### src/sv/assert_macros.svh
// Assertion helpers, used by the packet serialiser RTL file.
`ifndef ASSERT_MACROS_SVH
`define ASSERT_MACROS_SVH

// A property that must hold at every clock edge outside reset.
`define ASSERT_ALWAYS(lbl, clk, rst, prop) \
  lbl: assert property (@(posedge clk) disable iff (rst) (prop)) \
    else $error("assertion failed");

// An implication checked at every clock edge outside reset.
`define ASSERT_IMPLIES(lbl, clk, rst, ante, cons) \
  lbl: assert property (@(posedge clk) disable iff (rst) (ante) |-> (cons)) \
    else $error("assertion failed");

`endif

### src/sv/dcrsf_pkg.sv
`timescale 1ns / 1ps

package dcrsf_pkg;

  // Filter sizes.
  localparam int DC_SHIFT_BITS = 14;
  localparam int SAMPLE_BITS   = 24;
  localparam int ACC_BITS      = 40;
  localparam int AC_BITS       = 24;

  // Configuration register indexes.
  localparam int CFG_INDEX_BITS = 2;
  localparam logic [CFG_INDEX_BITS-1:0] REG_ADC_RES     = 2'd0;
  localparam logic [CFG_INDEX_BITS-1:0] REG_SAMPLE_RATE = 2'd1;
  localparam logic [CFG_INDEX_BITS-1:0] REG_VREF_HALF   = 2'd2;
  localparam logic [CFG_INDEX_BITS-1:0] REG_BEAT_PERIOD = 2'd3;

  // Configuration reset values.
  localparam logic [7:0]  RST_ADC_RES     = 8'd20;
  localparam logic [15:0] RST_SAMPLE_RATE = 16'd0;
  localparam logic [15:0] RST_VREF_HALF   = 16'd6144;
  localparam logic [15:0] RST_BEAT_PERIOD = 16'd3000;
  localparam logic [7:0]  RST_REF_VALUE   = 8'h94;

  // Command bytes and argument limits.
  localparam logic [7:0] CMD_FULL_CONFIG = 8'hA5;
  localparam logic [7:0] CMD_SET_GAIN    = 8'hA6;
  localparam logic [7:0] CMD_SET_MUX     = 8'hA7;
  localparam logic [7:0] CMD_SET_VREF    = 8'hAA;
  localparam logic [7:0] GAIN_MAX        = 8'd8;
  localparam logic [7:0] CHAN_MAX        = 8'd2;

  // Packet framing.
  localparam logic [7:0] PKT_SYNC      = 8'h56;
  localparam logic [7:0] VSTAT_TRAILER = 8'h01;
  localparam logic [2:0] LAST_BYTE_IDX = 3'd4;

  // Packet slots in emission order; a job sends a contiguous run of them.
  localparam logic [2:0] PK_DATA  = 3'd0;
  localparam logic [2:0] PK_HB    = 3'd1;
  localparam logic [2:0] PK_CFG   = 3'd2;
  localparam logic [2:0] PK_GAIN  = 3'd3;
  localparam logic [2:0] PK_VSTAT = 3'd4;
  localparam logic [2:0] PK_VCFG  = 3'd5;
  localparam logic [2:0] PK_MUX   = 3'd6;

  // Type byte carried in the second byte of each packet.
  localparam logic [7:0] CODE_DATA  = 8'h00;
  localparam logic [7:0] CODE_HB    = 8'h01;
  localparam logic [7:0] CODE_CFG   = 8'h02;
  localparam logic [7:0] CODE_GAIN  = 8'h03;
  localparam logic [7:0] CODE_VSTAT = 8'h04;
  localparam logic [7:0] CODE_MUX   = 8'h05;
  localparam logic [7:0] CODE_VCFG  = 8'h06;

  typedef struct packed {
    logic              mode;
    logic [7:0]        command_byte;
    logic signed [23:0] adc_sample;
  } in_item_t;

  typedef struct packed {
    logic [7:0] tx_byte;
    logic       last_byte;
    logic [3:0] gain_setting;
    logic [1:0] mux_channel;
    logic [7:0] vref_positive;
    logic [7:0] vref_negative;
  } out_item_t;

  typedef struct packed {
    logic [7:0]  adc_res;
    logic [15:0] sample_rate;
    logic [15:0] vref_half;
    logic [15:0] beat_period;
  } cfg_t;

  // One job: a run of packets plus the state snapshot they report.
  typedef struct packed {
    logic [2:0]         start_pkt;
    logic [2:0]         end_pkt;
    logic [AC_BITS-1:0] sample;
    logic [AC_BITS-1:0] est;
    logic [3:0]         gain;
    logic [1:0]         chan;
    logic [7:0]         ref_pos;
    logic [7:0]         ref_neg;
  } job_t;

  function automatic logic [7:0] pkt_code(input logic [2:0] pkt);
    logic [7:0] code;
    case (pkt)
      PK_DATA:  code = CODE_DATA;
      PK_HB:    code = CODE_HB;
      PK_CFG:   code = CODE_CFG;
      PK_GAIN:  code = CODE_GAIN;
      PK_VSTAT: code = CODE_VSTAT;
      PK_VCFG:  code = CODE_VCFG;
      PK_MUX:   code = CODE_MUX;
      default:  code = CODE_DATA;
    endcase
    return code;
  endfunction

endpackage

### src/sv/dcrsf_proc.sv
`timescale 1ns / 1ps

module dcrsf_proc import dcrsf_pkg::*; (
  input  logic        clk,
  input  logic        rst,
  input  logic        item_valid,
  output logic        item_stall,
  input  in_item_t    item,
  input  logic [15:0] beat_period,
  input  logic        job_free,
  output logic        job_load,
  output job_t        job
);

  logic                       ir_valid;
  in_item_t                   ir;
  logic [ACC_BITS-1:0]        acc;
  logic [15:0]                beat_count;
  logic                       awaiting;
  logic [7:0]                 pending;
  logic                       arg_seen;
  logic [7:0]                 first_arg;
  logic [3:0]                 gain;
  logic [1:0]                 chan;
  logic [7:0]                 ref_pos;
  logic [7:0]                 ref_neg;

  logic [ACC_BITS-1:0]        acc_next;
  logic [15:0]                beat_count_next;
  logic                       awaiting_next;
  logic [7:0]                 pending_next;
  logic                       arg_seen_next;
  logic [7:0]                 first_arg_next;
  logic [3:0]                 gain_next;
  logic [1:0]                 chan_next;
  logic [7:0]                 ref_pos_next;
  logic [7:0]                 ref_neg_next;

  logic                       take;
  logic                       has_job;
  logic [2:0]                 start_pkt;
  logic [2:0]                 end_pkt;
  logic [ACC_BITS-1:0]        s_ext;
  logic [ACC_BITS-1:0]        est_old;
  logic [ACC_BITS-1:0]        acc_sum;
  logic [ACC_BITS-1:0]        est_new;
  logic [15:0]                hb_inc;
  logic [7:0]                 cmd;

  // The buffered item is processed as soon as the serialiser can take its job.
  assign take       = ir_valid && job_free;
  assign item_stall = ir_valid && !job_free;

  // Leaky integrator arithmetic for a sample item.
  assign s_ext   = {{(ACC_BITS-SAMPLE_BITS){ir.adc_sample[SAMPLE_BITS-1]}},
                    ir.adc_sample[SAMPLE_BITS-1:0]};
  assign est_old = ACC_BITS'($signed(acc) >>> DC_SHIFT_BITS);
  assign acc_sum = acc + s_ext - est_old;
  assign est_new = ACC_BITS'($signed(acc_sum) >>> DC_SHIFT_BITS);
  assign hb_inc  = beat_count + 16'd1;
  assign cmd     = ir.command_byte;

  // Next state and job selection for the buffered item.
  always_comb begin
    acc_next        = acc;
    beat_count_next = beat_count;
    awaiting_next   = awaiting;
    pending_next    = pending;
    arg_seen_next   = arg_seen;
    first_arg_next  = first_arg;
    gain_next       = gain;
    chan_next       = chan;
    ref_pos_next    = ref_pos;
    ref_neg_next    = ref_neg;
    has_job         = 1'b0;
    start_pkt       = PK_DATA;
    end_pkt         = PK_DATA;
    if (ir.mode) begin
      acc_next  = acc_sum;
      has_job   = 1'b1;
      if (hb_inc >= beat_period) begin
        beat_count_next = 16'd0;
        end_pkt         = PK_HB;
      end else begin
        beat_count_next = hb_inc;
      end
    end else if (!awaiting) begin
      if (cmd == CMD_FULL_CONFIG) begin
        has_job   = 1'b1;
        start_pkt = PK_CFG;
        end_pkt   = PK_MUX;
      end else if (cmd == CMD_SET_GAIN || cmd == CMD_SET_MUX || cmd == CMD_SET_VREF) begin
        pending_next  = cmd;
        arg_seen_next = 1'b0;
        awaiting_next = 1'b1;
      end
    end else begin
      case (pending)
        CMD_SET_GAIN: begin
          if (cmd <= GAIN_MAX) begin
            gain_next = cmd[3:0];
            has_job   = 1'b1;
            start_pkt = PK_CFG;
            end_pkt   = PK_MUX;
          end
          awaiting_next = 1'b0;
        end
        CMD_SET_MUX: begin
          if (cmd <= CHAN_MAX) begin
            chan_next = cmd[1:0];
            acc_next  = '0;
            has_job   = 1'b1;
            start_pkt = PK_MUX;
            end_pkt   = PK_MUX;
          end
          awaiting_next = 1'b0;
        end
        CMD_SET_VREF: begin
          if (!arg_seen) begin
            first_arg_next = cmd;
            arg_seen_next  = 1'b1;
          end else begin
            ref_pos_next  = first_arg;
            ref_neg_next  = cmd;
            has_job       = 1'b1;
            start_pkt     = PK_VSTAT;
            end_pkt       = PK_VCFG;
            awaiting_next = 1'b0;
          end
        end
        default: begin
          awaiting_next = 1'b0;
        end
      endcase
    end
  end

  // Job handed to the serialiser carries the state after this item.
  assign job_load      = take && has_job;
  assign job.start_pkt = start_pkt;
  assign job.end_pkt   = end_pkt;
  assign job.sample    = s_ext[AC_BITS-1:0];
  assign job.est       = est_new[AC_BITS-1:0];
  assign job.gain      = gain_next;
  assign job.chan      = chan_next;
  assign job.ref_pos   = ref_pos_next;
  assign job.ref_neg   = ref_neg_next;

  // Input register.
  always_ff @(posedge clk) begin
    if (rst) begin
      ir_valid <= 1'b0;
    end else if (item_valid && !item_stall) begin
      ir_valid <= 1'b1;
    end else if (take) begin
      ir_valid <= 1'b0;
    end
  end

  always_ff @(posedge clk) begin
    if (item_valid && !item_stall) begin
      ir <= item;
    end
  end

  // Filter and parser state.
  always_ff @(posedge clk) begin
    if (rst) begin
      acc        <= '0;
      beat_count <= 16'd0;
      awaiting   <= 1'b0;
      pending    <= 8'd0;
      arg_seen   <= 1'b0;
      gain       <= 4'd0;
      chan       <= 2'd0;
      ref_pos    <= RST_REF_VALUE;
      ref_neg    <= RST_REF_VALUE;
    end else if (take) begin
      acc        <= acc_next;
      beat_count <= beat_count_next;
      awaiting   <= awaiting_next;
      pending    <= pending_next;
      arg_seen   <= arg_seen_next;
      gain       <= gain_next;
      chan       <= chan_next;
      ref_pos    <= ref_pos_next;
      ref_neg    <= ref_neg_next;
    end
  end

  // The first reference argument is only read after it has been written.
  always_ff @(posedge clk) begin
    if (take) begin
      first_arg <= first_arg_next;
    end
  end

endmodule

### src/sv/dcrsf_tx.sv
`timescale 1ns / 1ps
`include "assert_macros.svh"

module dcrsf_tx import dcrsf_pkg::*; (
  input  logic      clk,
  input  logic      rst,
  input  cfg_t      cfg,
  input  logic      job_load,
  input  job_t      job,
  output logic      job_free,
  output logic      result_valid,
  input  logic      result_stall,
  output out_item_t result
);

  logic               jv;
  job_t               jb;
  logic [2:0]         pkt;
  logic [2:0]         bidx;
  logic               ov;
  out_item_t          ob;

  logic               out_load;
  logic               job_last;
  logic [AC_BITS-1:0] ac;
  logic [7:0]         byte_val;

  // A byte moves to the output register whenever that register is free or being taken.
  assign out_load = jv && (!ov || !result_stall);
  assign job_last = (bidx == LAST_BYTE_IDX) && (pkt == jb.end_pkt);
  assign job_free = !jv || (out_load && job_last);

  // The AC value is the sample minus the updated estimate, wrapped to 24 bits.
  assign ac = jb.sample - jb.est;

  // Byte selection for the current packet and byte position.
  always_comb begin
    byte_val = 8'd0;
    case (bidx)
      3'd0: byte_val = PKT_SYNC;
      3'd1: byte_val = pkt_code(pkt);
      3'd2: begin
        case (pkt)
          PK_DATA:  byte_val = ac[23:16];
          PK_CFG:   byte_val = cfg.adc_res;
          PK_GAIN:  byte_val = {4'd0, jb.gain};
          PK_VSTAT: byte_val = jb.ref_pos;
          PK_VCFG:  byte_val = jb.ref_pos;
          PK_MUX:   byte_val = {6'd0, jb.chan};
          default:  byte_val = 8'd0;
        endcase
      end
      3'd3: begin
        case (pkt)
          PK_DATA:  byte_val = ac[15:8];
          PK_CFG:   byte_val = cfg.sample_rate[15:8];
          PK_GAIN:  byte_val = cfg.vref_half[15:8];
          PK_VSTAT: byte_val = jb.ref_neg;
          PK_VCFG:  byte_val = jb.ref_neg;
          default:  byte_val = 8'd0;
        endcase
      end
      3'd4: begin
        case (pkt)
          PK_DATA:  byte_val = ac[7:0];
          PK_CFG:   byte_val = cfg.sample_rate[7:0];
          PK_GAIN:  byte_val = cfg.vref_half[7:0];
          PK_VSTAT: byte_val = VSTAT_TRAILER;
          default:  byte_val = 8'd0;
        endcase
      end
      default: byte_val = 8'd0;
    endcase
  end

  // Job register and its packet and byte counters.
  always_ff @(posedge clk) begin
    if (rst) begin
      jv   <= 1'b0;
      pkt  <= PK_DATA;
      bidx <= 3'd0;
    end else if (job_load) begin
      jv   <= 1'b1;
      pkt  <= job.start_pkt;
      bidx <= 3'd0;
    end else if (out_load) begin
      if (job_last) begin
        jv <= 1'b0;
      end else if (bidx == LAST_BYTE_IDX) begin
        bidx <= 3'd0;
        pkt  <= pkt + 3'd1;
      end else begin
        bidx <= bidx + 3'd1;
      end
    end
  end

  always_ff @(posedge clk) begin
    if (job_load) begin
      jb <= job;
    end
  end

  // Output register.
  always_ff @(posedge clk) begin
    if (rst) begin
      ov <= 1'b0;
    end else begin
      ov <= out_load || (ov && result_stall);
    end
  end

  always_ff @(posedge clk) begin
    if (out_load) begin
      ob.tx_byte       <= byte_val;
      ob.last_byte     <= job_last;
      ob.gain_setting  <= jb.gain;
      ob.mux_channel   <= jb.chan;
      ob.vref_positive <= jb.ref_pos;
      ob.vref_negative <= jb.ref_neg;
    end
  end

  assign result_valid = ov;
  assign result       = ob;

  // Checks on the serialiser.
  `ASSERT_ALWAYS(a_bidx_range, clk, rst, !jv || (bidx <= LAST_BYTE_IDX))
  `ASSERT_ALWAYS(a_pkt_range, clk, rst, !jv || (pkt <= jb.end_pkt))
  `ASSERT_IMPLIES(a_load_when_free, clk, rst, job_load, job_free)
  `ASSERT_IMPLIES(a_more_bytes, clk, rst, ov && !result_stall && !ob.last_byte, jv)

endmodule

### src/sv/dc_removal_sample_framer_unit.sv
`timescale 1ns / 1ps
// DC removal sample framer.
// Input channel (item_valid, item_stall, item): each item is either a received
// command byte or a new ADC sample, chosen by its mode field. Results leave on
// (result_valid, result_stall, result) as one packet byte per item, with
// last_byte set on the final byte that an input causes. Transfers happen
// on an edge with valid high and stall low.
// The configuration channel (cfg_valid, cfg_ready, cfg_index, cfg_data) is
// always ready; write it only while the block is idle.
// The first byte of a result passes from the input register through the job
// register to the output register. Bytes then follow one per cycle unless the
// result channel stalls: a sample gives 5 or 10 bytes, a full configuration
// 25. The byte serialiser sets the rate: an item holds it until its last byte
// is sent, and an item with no result passes once the serialiser is free.
// A new input item is buffered while the previous one is still sending.
// A stall on the result channel holds the output byte and backs up through the
// serialiser to item_stall.
// Reset clears the integrator, heartbeat counter and parser, sets gain and mux
// to zero, both references to 0x94 and the registers to their defaults.

module dc_removal_sample_framer_unit import dcrsf_pkg::*; (
  input  logic                      clk,
  input  logic                      rst,
  input  logic                      item_valid,
  output logic                      item_stall,
  input  in_item_t                  item,
  output logic                      result_valid,
  input  logic                      result_stall,
  output out_item_t                 result,
  input  logic                      cfg_valid,
  output logic                      cfg_ready,
  input  logic [CFG_INDEX_BITS-1:0] cfg_index,
  input  logic [15:0]               cfg_data
);

  cfg_t cfg;
  logic job_load;
  logic job_free;
  job_t job;

  assign cfg_ready = 1'b1;

  // Configuration registers.
  always_ff @(posedge clk) begin
    if (rst) begin
      cfg.adc_res     <= RST_ADC_RES;
      cfg.sample_rate <= RST_SAMPLE_RATE;
      cfg.vref_half   <= RST_VREF_HALF;
      cfg.beat_period <= RST_BEAT_PERIOD;
    end else if (cfg_valid && cfg_ready) begin
      case (cfg_index)
        REG_ADC_RES:     cfg.adc_res     <= cfg_data[7:0];
        REG_SAMPLE_RATE: cfg.sample_rate <= cfg_data;
        REG_VREF_HALF:   cfg.vref_half   <= cfg_data;
        REG_BEAT_PERIOD: cfg.beat_period <= cfg_data;
        default: begin
        end
      endcase
    end
  end

  // Filter, heartbeat and command parser.
  dcrsf_proc u_proc (
    .clk         (clk),
    .rst         (rst),
    .item_valid  (item_valid),
    .item_stall  (item_stall),
    .item        (item),
    .beat_period (cfg.beat_period),
    .job_free    (job_free),
    .job_load    (job_load),
    .job         (job)
  );

  // Packet serialiser and output register.
  dcrsf_tx u_tx (
    .clk          (clk),
    .rst          (rst),
    .cfg          (cfg),
    .job_load     (job_load),
    .job          (job),
    .job_free     (job_free),
    .result_valid (result_valid),
    .result_stall (result_stall),
    .result       (result)
  );

endmodule

### config.mk
export PLATFORM = sky130hd
export DESIGN_NAME = dc_removal_sample_framer_unit
export DESIGN_NICKNAME = d
export VERILOG_FILES = /design/src/sv/dcrsf_pkg.sv /design/src/sv/dcrsf_proc.sv /design/src/sv/dcrsf_tx.sv /design/src/sv/dc_removal_sample_framer_unit.sv
export VERILOG_INCLUDE_DIRS = /design/src /design/src/sv
export SDC_FILE = /design/constraint.sdc
export NUM_CORES = 1
export LEC_CHECK = 0
export ABC_AREA = 0
export BUFFER_PORTS_ARGS = -buffer_cell sky130_fd_sc_hd__clkbuf_2
export CORE_AREA = 2 2 185 151
export DETAILED_ROUTE_END_ITERATION = 7
export DIE_AREA = 0 0 187 153
export PLACE_DENSITY = 0.8
export SYNTH_ARGS = -nofsm -noshare
export SYNTH_HDL_FRONTEND = slang
export SYNTH_SLANG_ARGS = --single-unit
### constraint.sdc
create_clock -name clk -period 4.53 [get_ports clk]
set_input_delay 0.906 -clock clk [delete_from_list [all_inputs] [get_ports clk]]
set_output_delay 0.906 -clock clk [all_outputs]
set_load 0.1 [all_outputs]
==> results of run 1 <==
[logic make-up (layout without fill, tap and decap cells)]
logic type	Yosys count	after routing
buffers and inverters	279	382
xor gates and xnor gates	70	70
adders and majority gates	130	130
and+or+nand+nor	473	473
AOI/OAI and AO/OA	392	392
DFF	298	298
muxes	42	42
other	1	1
[path summary, 6_finish.rpt]
| check | from | endpoint |
|---|---|---|
| worst min-delay path | u_tx.jb[0] | u_tx.result[0] |
| worst max register to register | u_proc.beat_count[0] | u_proc.beat_count[5] |
| worst min register to register | u_tx.jb[0] | u_tx.result[0] |
| worst max-delay path | u_proc.beat_count[0] | u_proc.beat_count[5] |
[synth_stat cells (all sizes together), types with 24 or more instances]
master / count
a21oi: 125
xnor2: 39
nand3: 34
clkbuf: 48
a22oi: 24
a22o: 24
dfxtp: 153
edfxtp: 145
a21o: 38
nor3: 33
inv: 216
o21ai: 52
fa: 40
ha: 90
mux2: 26
nand2: 168
nor2: 123
xor2: 31
[layout make-up]
| cell class | instances | share of cell area |
|---|---|---|
| flip-flops and latches | 298 | 0.4057 |
| repair buffers | 110 | 0.03463 |
| inverters | 216 | 0.04435 |
| clock inverters | 18 | 0.01157 |
| multi-input cells | 1108 | 0.4331 |
| well taps | 364 | 0.02491 |
| clock buffers | 38 | 0.04578 |
[registers in the layout, indices dropped and copies added (netlist names)]
register / count
cfg: 56
u_tx.pkt: 3
u_proc.cmd: 8
u_proc.ir: 1
u_proc.job: 24
u_proc.first_arg: 8
u_proc.beat_count: 16
u_proc.ref_pos: 8
u_tx.result_valid: 1
u_proc.ir_valid: 1
u_tx.result: 31
u_proc.pending: 8
u_proc.acc: 40
u_proc.ref_neg: 8
u_tx.jv: 1
u_proc.awaiting: 1
u_proc.chan: 2
u_proc.gain: 4
u_tx.bidx: 3
u_proc.arg_seen: 1
u_tx.jb: 73
[metal layers]
metal  wire, um  global-route usage  vias up
met3       4099             0.06544       98
met1      17520              0.4031     6125
li1           -                   -     6072
met5         11                   0        -
met2      18040              0.4362      620
met4       1170             0.07785        2
[critical path: stages (launching register included)]
cell and delay [ps]:
dfxtp_1 430, ha_1 240, inv_1 70, nor2_1 160, and3_1 260, and3_1 250
nand3_1 200, nor2_1 170, xor2_1 200, ha_1 280, nand4_1 150, nor2_1 60
a211oi_1 250, buf_4 200, o211ai_1 270, buf_4 280, o41ai_1 230
[power by group through the flow]
stage | logic, W | registers, W | clock network, W
after CTS | 0.00427 | 0.00335 | 0.00263
after floorplan | 0.00319 | 0.00342 | 0
after global placement | 0.00412 | 0.00340 | 0
final | 0.00434 | 0.00335 | 0.00261
after global routing | 0.00483 | 0.00337 | 0.00272
after detailed placement | 0.00423 | 0.00340 | 0
[stage by stage]
| stage | utilization | total power, W |
|---|---|---|
| final | 0.6816 | 0.01030 |
| after detailed placement | 0.6425 | 0.007628 |
| after floorplan | - | 0.006603 |
| after global routing | 0.6816 | 0.01091 |
| after global placement | 0.6425 | 0.007517 |
| after CTS | 0.6816 | 0.01025 |
==> summary.txt, run 1 <==
Worst setup path
  • WP data required: 4990 ps
  • CP Max Fanout: 8
  • Nature of the critical path startpoint: flip-flop
  • R2r setup slk: 720 ps
  • Worst reg-to-reg path cell count: 16
  • CP arrival: 4270 ps
  • Critical Path End Type: flip-flop
  • Critical path class: flip-flop to flip-flop

Finish
  • Layout fillers: 2011
  • # nets final: 1950
  • Layout area overhead: 11.56%
  • Finished Layout Cells: 2152
  • Most common cell after layout, fill and taps aside: inv_1
  • Finished Cell Area: 18280 um2
  • Multi-input logic area: 7918 um2
  • Commonest non-fill, non-tap cells in the layout: inv_1 (216), nand2_1 (168), dfxtp_1 (153), edfxtp_1 (145), a21oi_1 (124)
  • Share of cells above drive strength 1: 0.1180
  • Antenna Cells: 0
  • Register Area: 7417 um2

Yosys
  • Synthesized area per cell: 9.726 um2
  • Synthesized area: 16390 um2
  • Compound-Gate Fraction of Synth Area: 0.1628
  • Yosys cell types: 79
  • Yosys top cell area share: 0.2657
  • Synth Instances: 1685
  • Most common flop cell mapped by yosys: dfxtp_1
  • Xor/xnor share of the synthesized area: 0.03741
  • Sequential area share after synthesis: 0.4526
  • Post-Syn Nets: 1871
  • Ranking of synthesized cells by area: edfxtp_1 (27%), dfxtp_1 (19%), ha_1 (6.9%)
  • Ys async rst share: 0
  • FF+latch count, synth: 298
  • Post-synth EDFFs: 145
  • Warnings, synthesis: 0
  • Simple-gate share of the synthesized area: 0.1366
  • Main combinational cell family by area after synthesis: compound AO/OA/AOI/OAI gates
  • Post-synthesis mux area share: 0.02764
  • Synth Area in Adders: 0.1176
  • Cell accounting for the most synthesized area: edfxtp_1

Clock network
  • Clock Sinks: 298
  • Clock Latency Late Sink: 570 ps
  • Clock tree buffer depth: 3
  • # Post-CTS Setup Buffers: 0
  • Num CTS Buffers: 30
  • Hold buffers post-CTS: 0
  • H-tree Lvls: 1
  • Post-cts sizing count: 0
  • Worst-path clk slew: 60 ps
  • Clock root buffer: clkbuf_16
  • CTS tree: built

Timing
  • Worst Tran Pin Value: 1172 ps
  • Final Setup Violations: 0
  • Total negative slack: 0 ps
  • Max Slew Vio Count: 0
  • Hold slack: 449.9 ps
  • Slew HR: 0.2158
  • Final Hold Violating Endpoints: 0
  • RSZ-0062 raised after global routing: no
  • Setup Skew: 9.741 ps
  • Fmax: 262.5 MHz
  • Final WS setup: 720.6 ps
  • Final worst-path cycle share: 0.8409
  • Minimum clock period: 3809 ps

Power
  • P_int: 0.006389 W
  • Max VDD drop: 0.4886 mV
  • Logic pwr share: 0.422
  • Pleak: 7.714 nW
  • Part of the power in registers: 0.325
  • PD cells: 563.4 nW/um2
  • Clk pwr share: 0.253
  • Sw Pwr: 0.003911 W
  • Switch share: 0.3797

Die
  • IO Count: 90
  • Die height: 153 um
  • Row cnt: 54
  • Core area: 26820 um2
  • Initial core utilization: 0.6110
  • Die area: 28610 um2
  • Die Width: 187 um

Routing
  • Remaining DRCs: 0
  • DRT Wirelength: 40.84 mm
  • ANT nets after route: 0
  • Routed WL per cell: 18.98 um
  • DR iter-0 viols: 1362
  • DRT Pass-1 Iters: 6
  • Vias per cell: 6.002
  • DR vias: 12920

GRT
  • Number of global-route vias before repair: 12270
  • Antenna violations before repair: 1
  • First-pass GRT wire length: 64.81 mm
  • Total global routing overflow: 0
  • Largest net degree at the start of global routing: 66
  • Total GRT Usage: 0.2831

Worst hold path
  • Hold path cells: 0
  • HP Class: flip-flop to flip-flop

Place
  • I/O Buffers: 88
  • Dpl ws: 799.8 ps
  • Post-DP HPWL: 29.94 mm
  • Dpl cells: 2096
  • Placed cell areas: 17230 um2
  • Placer Congestion: 0.9794

Run
  • MaxCap Viol Count: 0

Outcome
  • Status: finished clean
No activity file was read; power rests on OpenSTA's default activity.
==> run 2: changes to the inputs <==
--- a/config.mk
+++ b/config.mk
@@ -8,10 +8,10 @@
 export LEC_CHECK = 0
 export ABC_AREA = 0
 export BUFFER_PORTS_ARGS = -buffer_cell sky130_fd_sc_hd__clkbuf_2
-export CORE_AREA = 2 2 185 151
+export CORE_AREA = 2 2 195 159
 export DETAILED_ROUTE_END_ITERATION = 7
-export DIE_AREA = 0 0 187 153
-export PLACE_DENSITY = 0.8
+export DIE_AREA = 0 0 197 161
+export PLACE_DENSITY = 0.76
 export SYNTH_ARGS = -nofsm -noshare
 export SYNTH_HDL_FRONTEND = slang
 export SYNTH_SLANG_ARGS = --single-unit
==> constraint.sdc (replaced) <==
create_clock -name clk -period 3.5 [get_ports clk]
set_input_delay 0.7 -clock clk [delete_from_list [all_inputs] [get_ports clk]]
set_output_delay 0.7 -clock clk [all_outputs]
set_load 0.1 [all_outputs]
==> run 2 against run 1 <==
Clock power rose by 31%; sequential power is 30% higher; worst setup slack got worse by 620 ps; maximum frequency up 12%; largest power group unchanged.
==> summary.txt, run 2 (synthesis gave the netlist of run 1 again) <==
Outcome
  • Status: finished clean

Worst setup path
  • Nature of the critical path startpoint: flip-flop
  • CP Max Fanout: 6 (-2)
  • CP arrival: 3920 ps (-350 ps)
  • Critical Path End Type: flip-flop
  • R2R Path End: u_proc.acc[21]
  • Buf/Inv on CP: 2 (-1)
  • Crit-path cells: inv_1 > fa_1 > inv_1 > ha_1 > nand2_1 > o31ai_4 > o2111ai_4 > o221ai_4 > a31oi_1 > o21ai_2 > a21oi_1 > xnor2_1 > a22o_1
  • Delay-heaviest family, CP: compound AO/OA/AOI/OAI gates
  • WP data required: 4020 ps (-970 ps)
  • Top cell by count, worst path: inv_1
  • WP depth: 13 (-3)
  • Crit-path slowest cell: fa_1
  • Worst reg-to-reg path cell count: 13 (-3)
  • R2r setup slk: 100 ps (-620 ps)
  • Critical path class: flip-flop to flip-flop
  • Reg-to-reg critical path startpoint: u_proc.job[50]
  • Slowest stage delay, CP: 530 ps (+100 ps)

Timing
  • Minimum clock period: 3399 ps (-410.8 ps)
  • Max Slew Vio Count: 0 (unchanged)
  • Final Setup Violations: 0 (unchanged)
  • Final worst-path cycle share: 0.9710 (+0.1301)
  • Slew HR: 0.3035 (+0.08768)
  • Final Hold Violating Endpoints: 0 (unchanged)
  • Setup Skew: 13.12 ps (+3.382 ps)
  • Final WS setup: 101.4 ps (-619.2 ps)
  • Worst Tran Pin Value: 1041 ps (-131.0 ps)
  • Fmax: 294.2 MHz (+12%)
  • RSZ-0062 raised after global routing: yes

Finish
  • Share of cells above drive strength 1: 0.1504 (+0.03240)
  • Layout area overhead: 14.12%
  • Most common cell after layout, fill and taps aside: inv_1
  • Max reg flops: 73 (unchanged)
  • Antenna Cells: 0 (unchanged)
  • Final Util: 0.6274 (-0.05421)
  • Largest register by flop count: u_tx.jb
  • Commonest non-fill, non-tap cells in the layout: inv_1 (215), nand2_1 (167), dfxtp_1 (149), edfxtp_1 (145), nor2_1 (121)
  • # nets final: 1976 (+1.3%)
  • Top flop regs: u_tx.jb: 73 flops, cfg: 56 flops, u_proc.acc: 40 flops

Run
  • MaxCap Viol Count: 0 (unchanged)

GRT
  • Antenna violations before repair: 0 (-1)
  • Largest net degree at the start of global routing: 49 (-26%)
  • Total global routing overflow: 0 (unchanged)
  • Total GRT Usage: 0.2652 (-0.01782)
  • First-pass GRT wire length: 67.01 mm (+3.4%)
  • Number of global-route vias before repair: 12530 (+2.1%)

Die
  • Die height: 161 um (+5.2%)
  • Core area: 29810 um2 (+11%)
  • IO Count: 90 (unchanged)
  • Die Width: 197 um (+5.3%)
  • Initial core utilization: 0.5497 (-0.06124)
  • Die area: 31720 um2 (+11%)
  • Row cnt: 57 (+5.6%)

Routing
  • DR vias: 12910 (-0.085%)
  • DRT Pass-1 Iters: 5 (-1)
  • DRT Wirelength: 42.40 mm (+3.8%)
  • Remaining DRCs: 0 (unchanged)
  • DR iter-0 viols: 1425 (+4.6%)
  • Routed WL per cell: 19.29 um (+1.6%)
  • Vias per cell: 5.872 (-2.2%)
  • ANT nets after route: 0 (unchanged)

Power
  • Tot Pwr: 0.01389 W (+35%)
  • PD cells: 742.7 nW/um2 (+32%)
  • Max VDD drop: 0.6431 mV (+32%)
  • Switch share: 0.3821 (+0.002404)
  • Sw Pwr: 0.005308 W (+36%)
  • Pleak: 7.859 nW (+1.9%)
  • Logic pwr share: 0.441 (+0.019)
  • Part of the power in registers: 0.314 (-0.011)
  • Clk pwr share: 0.246 (-0.007)
  • P_int: 0.008583 W (+34%)

Clock network
  • H-tree Lvls: 1 (unchanged)
  • Clock Latency Late Sink: 580 ps (about the same)
  • CTS tree: built
  • Clock Sinks: 298 (unchanged)
  • Worst-path clk slew: 60 ps (about the same)
  • Num CTS Buffers: 31 (+3.3%)
  • Clock tree buffer depth: 3 (unchanged)
  • Clock root buffer: clkbuf_16

Place
  • Dpl ws: -28.80 ps (-828.6 ps)
  • Placer Congestion: 0.9293 (-5.1%)
  • I/O Buffers: 88 (unchanged)
  • Post-DP HPWL: 31.42 mm (+4.9%)

Worst hold path
  • Hold path cells: 1 (+1)
  • HP Class: input pin to flip-flop
  • Worst Hold Endpoint: u_proc.job[48]
  • HP Start: item[2]
[run 2: cell count changes in the layout (fill, tap and decap cells not counted), sizes merged]
cell | previous run | this run
inv | 217 | 218
clkbuf | 125 | 133
clkinv | 10 | 3
buf | 23 | 48
[run 2: layout make-up]
class | instances | area, um2
timing repair buffer | 135 | 812.0
clock inverter | 12 | 173.9
tap | 383 | 479.2
clock buffer | 46 | 883.3
inverter | 216 | 814.5
sequential | 298 | 7422
fill | 2403 | 11110
multi-input combinational | 1108 | 8118
[run 2: worst register-to-register path, cell delays in order (launching register included)]
cell,delay [ps]
edfxtp_1,360
inv_1,80
fa_1,530
inv_1,40
ha_1,330
nand2_1,150
o31ai_4,390
o2111ai_4,190
o221ai_4,330
a31oi_1,190
o21ai_2,200
a21oi_1,110
xnor2_1,270
a22o_1,190
[run 2: how the worst max path moves through the flow]
stage / slack (ps) / start / end
final: 100 / u_proc.job[50] / u_proc.acc[21]
after global placement: -20 / u_proc.job[47] / u_proc.acc[30]
after floorplan: 20 / u_proc.job[69] / u_tx.jb[44]
after global routing: -60 / u_proc.job[50] / u_proc.acc[15]
after CTS: 30 / u_proc.job[47] / u_proc.acc[24]
after detailed placement: -30 / u_proc.job[47] / u_proc.acc[30]
[run 2: metrics by stage]
step | TNS [ps] | area, um2 | hold slack, ps | instances
floorplan | 0 | 16410 | 420.4 | 1685
global placement | -22.95 | 17400 | 434.3 | 2134
detailed placement | -36.94 | 17400 | 435.5 | 2134
CTS | 0 | 18470 | 283.6 | 2192
global route | -197.3 | 18700 | 283.4 | 2198
finish | 0 | 18700 | 301.3 | 2198
[run 2: metal layers]
| metal | up-vias | wire length [um] | share of wire | GRT usage |
|---|---|---|---|---|
| li1 | 6110 | - | - | - |
| met1 | 6192 | 18780 | 0.44 | 0.3888 |
| met2 | 526 | 18940 | 0.45 | 0.4134 |
| met3 | 78 | 3504 | 0.083 | 0.04134 |
| met4 | 0 | 1181 | 0.028 | 0.06699 |
| met5 | - | 0 | 0 | 0 |
[run 2: what timing repair did]
item | in CTS | in global routing
gates resized for setup | 4 | 42
pin swaps | 0 | 8
setup buffers | 0 | 6
hold buffers | 0 | 0
endpoints found under the setup margin | 7 | 49
[run 2: power by group through the flow]
stage	registers (W)	clock network [W]	logic (W)
2_1_floorplan	0.00442	0	0.00416
3_3_place_gp	0.00441	0	0.00554
3_5_place_dp	0.00442	0	0.00564
4_1_cts	0.00435	0.00345	0.00572
5_1_grt	0.00438	0.00359	0.00674
6_report	0.00436	0.00341	0.00612
==> run 3: changes to the inputs <==
--- a/config.mk
+++ b/config.mk
@@ -8,10 +8,11 @@
 export LEC_CHECK = 0
 export ABC_AREA = 0
 export BUFFER_PORTS_ARGS = -buffer_cell sky130_fd_sc_hd__clkbuf_2
-export CORE_AREA = 2 2 195 159
+export CORE_AREA = 2 2 198 161
 export DETAILED_ROUTE_END_ITERATION = 7
-export DIE_AREA = 0 0 197 161
+export DIE_AREA = 0 0 200 163
 export PLACE_DENSITY = 0.76
 export SYNTH_ARGS = -nofsm -noshare
 export SYNTH_HDL_FRONTEND = slang
+export SYNTH_HIERARCHICAL = 1
 export SYNTH_SLANG_ARGS = --single-unit
==> run 3 against run 2 <==
Clock skew about the same; combinational power is 33% lower; clock power is essentially flat.
==> summary.txt, run 3 <==
Timing
  • Final worst-path cycle share: 0.9825 (+0.01143)
  • Total negative slack: 0 ps (unchanged)
  • Max Slew Vio Count: 0 (unchanged)
  • Final Setup Violations: 0 (unchanged)
  • Slew HR: 0.2736 (-0.02988)
  • RSZ-0062 raised after global routing: yes
  • Final WS setup: 61.37 ps (-40.01 ps)
  • Final Hold Violating Endpoints: 0 (unchanged)
  • Setup Skew: 13.52 ps (+0.3995 ps)
  • Hold slack: 284.5 ps (-16.87 ps)
  • Worst Tran Pin Value: 1090 ps (+48.66 ps)
  • Minimum clock period: 3439 ps (+40.01 ps)
  • Fmax: 290.8 MHz (-1.2%)

Finish
  • Antenna Cells: 0 (unchanged)
  • Layout fillers: 2460 (+2.4%)
  • Commonest non-fill, non-tap cells in the layout: inv_1 (199), nor2_1 (146), edfxtp_1 (145), dfxtp_1 (143), buf_4 (88)
  • Finished Layout Cells: 2271 (+3.3%)
  • Max reg flops: 73 (unchanged)
  • Largest register by flop count: u_tx/jb
  • # nets final: 2013 (+1.9%)
  • Final Util: 0.6353 (+0.007912)
  • Share of cells above drive strength 1: 0.1923 (+0.04192)
  • Layout area overhead: 15.63%
  • Top flop regs: u_tx/jb: 73 flops, cfg: 56 flops, u_proc/acc: 40 flops
  • Most common cell after layout, fill and taps aside: inv_1

Clock network
  • Clock Latency Late Sink: 590 ps (about the same)
  • Clock tree buffer depth: 3 (unchanged)
  • Clock root buffer: clkbuf_16
  • Clock Sinks: 298 (unchanged)
  • H-tree Lvls: 1 (unchanged)
  • Num CTS Buffers: 31 (unchanged)
  • Worst-path clk slew: 70 ps (about the same)
  • CTS tree: built
  • Hold buffers post-CTS: 0 (unchanged)

Place
  • I/O Buffers: 88 (unchanged)
  • Post-DP HPWL: 31.29 mm (-0.43%)
  • Dpl ws: -59.15 ps (-30.36 ps)
  • Placer Congestion: 0.9153 (-1.5%)
  • Dpl cells: 2196 (+2.9%)

Die
  • Initial core utilization: 0.5494 (about the same)
  • Die area: 32600 um2 (+2.8%)
  • Die Width: 200 um (+1.5%)
  • IO Count: 90 (unchanged)
  • Row cnt: 58 (+1.8%)
  • Die height: 163 um (+1.2%)
  • Core area: 30840 um2 (+3.5%)

GRT
  • Largest net degree at the start of global routing: 86 (+76%)
  • First-pass GRT wire length: 67.53 mm (+0.77%)
  • Total global routing overflow: 0 (unchanged)
  • Antenna violations before repair: 0 (unchanged)
  • Number of global-route vias before repair: 12610 (+0.69%)
  • Total GRT Usage: 0.2650 (about the same)

Yosys
  • Ys async rst share: 0 (unchanged)
  • Sequential area share after synthesis: 0.4377 (-0.01487)
  • FF+latch count, synth: 298 (unchanged)
  • Synth Instances: 1698 (+0.77%)
  • Yosys top cell area share: 0.2570 (-0.008730)
  • Synthesized area per cell: 9.979 um2 (+2.6%)
  • Post-synth EDFFs: 145 (unchanged)
  • Ranking of synthesized cells by area: edfxtp_1 (26%), dfxtp_1 (18%), ha_1 (6.7%)
  • Top-count cell post-synth: inv_1
  • Warnings, synthesis: 6 (+6)
  • Yosys cell types: 91 (+15%)
  • Synthesized area: 16950 um2 (+3.4%)
  • Most frequent cells after synthesis: inv_1 (205), dfxtp_1 (153), nor2_1 (148)
  • Post-Syn Nets: 1885 (+0.75%)
  • Cell accounting for the most synthesized area: edfxtp_1
  • Most common flop cell mapped by yosys: dfxtp_1

Worst setup path
  • Critical Path End Type: flip-flop
  • CP Max Fanout: 6 (unchanged)
  • Critical path class: flip-flop to flip-flop
  • CP arrival: 3910 ps (about the same)
  • WP data required: 3970 ps (-50 ps)
  • Nature of the critical path startpoint: flip-flop

Routing
  • Remaining DRCs: 0 (unchanged)
  • DR iter-0 viols: 1345 (-5.6%)
  • Routed WL per cell: 18.92 um (-1.9%)
  • Vias per cell: 5.763 (-1.8%)
  • DRT Pass-1 Iters: 6 (+1)
  • ANT nets after route: 0 (unchanged)
  • DRT Wirelength: 42.97 mm (+1.3%)
  • DR vias: 13090 (+1.4%)

Worst hold path
  • HP Class: input pin to flip-flop

Power
  • PD cells: 593.6 nW/um2 (-20%)
  • Pleak: 8.370 nW (+6.5%)
  • Max VDD drop: 0.4406 mV (-31%)

Outcome
  • Status: finished clean

Run
  • MaxCap Viol Count: 0 (unchanged)
run 3: per-layer routing:
layer | global-route usage | wire length, um | vias up | part of all wire
li1 | - | - | 6170 | -
met1 | 0.3929 | 19680 | 6391 | 0.46
met2 | 0.3979 | 18930 | 464 | 0.44
met3 | 0.05467 | 3426 | 63 | 0.080
met4 | 0.06195 | 937 | 0 | 0.022
met5 | 0 | 0 | - | 0
run 3: cell families (layout without fill, tap and decap cells):
kind of cell | count (synthesis) | count (layout) | synth area share
AND/OR/NAND/NOR | 474 | 474 | 0.1402
XOR/XNOR | 65 | 65 | 0.03360
other | 2 | 2 | 0.0004432
AO/OA/AOI/OAI | 347 | 347 | 0.1458
multiplexers | 88 | 88 | 0.05368
adder cells (fa/ha/maj) | 131 | 131 | 0.1145
buffers and inverters | 293 | 446 | 0.07413
flip-flops | 298 | 298 | 0.4377
run 3: final cells by class:
cell class,count,area (um2),area share
Sequential cell,298,7432,0.3793
Clock buffer,40,892.1,0.04553
Multi-Input combinational cell,1107,8578,0.4378
Clock inverter,18,170.2,0.008685
Timing Repair Buffer,182,1219,0.06220
Tap cell,420,525.5,0.02682
Inverter,206,777.0,0.03966
run 3: where the power goes:
| part | internal (W) | switching (W) |
|---|---|---|
| combinational | 0.00179 | 0.00231 |
| clock | 0.00196 | 0.00143 |
| sequential | 0.00397 | 0.000164 |
run 3: per-stage QoR:
stage	area (um2)	power, W
6_report	19590	0.01163
3_3_place_gp	18170	0.007926
4_1_cts	19270	0.01143
3_5_place_dp	18170	0.007996
2_1_floorplan	17040	0.006861
5_1_grt	19590	0.01222
run 3: critical path, cell delays in order, from the launching register on:
cell and delay, ps:
dfxtp_1 370, buf_4 120, inv_1 40, fa_1 500, inv_1 70, ha_4 270, and3_1 180, a221o_1 360
a21oi_2 190, o21ai_2 80, o31ai_2 180, buf_4 160, a311oi_2 100, and3_1 200, or3_4 330, a22o_1 180
run 3: timing repair:
item / 4_1_cts / 5_1_grt
pin swaps: 0 / 38
endpoints found under the setup margin: 11 / 42
resized for setup: 6 / 53
setup buffers: 0 / 17
run 3: final timing paths:
| path | start | to | slack [ps] | cells past startpoint |
|---|---|---|---|---|
| worst min-delay path | item[2] | u_proc/job[48] | 280 | 1 |
| worst min register to register | u_proc/job[57] | u_tx/jb[57] | 450 | 0 |
| worst max register to register | u_proc/acc[15] | u_proc/acc[36] | 60 | 15 |
| worst max-delay path | u_proc/acc[15] | u_proc/acc[36] | 60 | 15 |
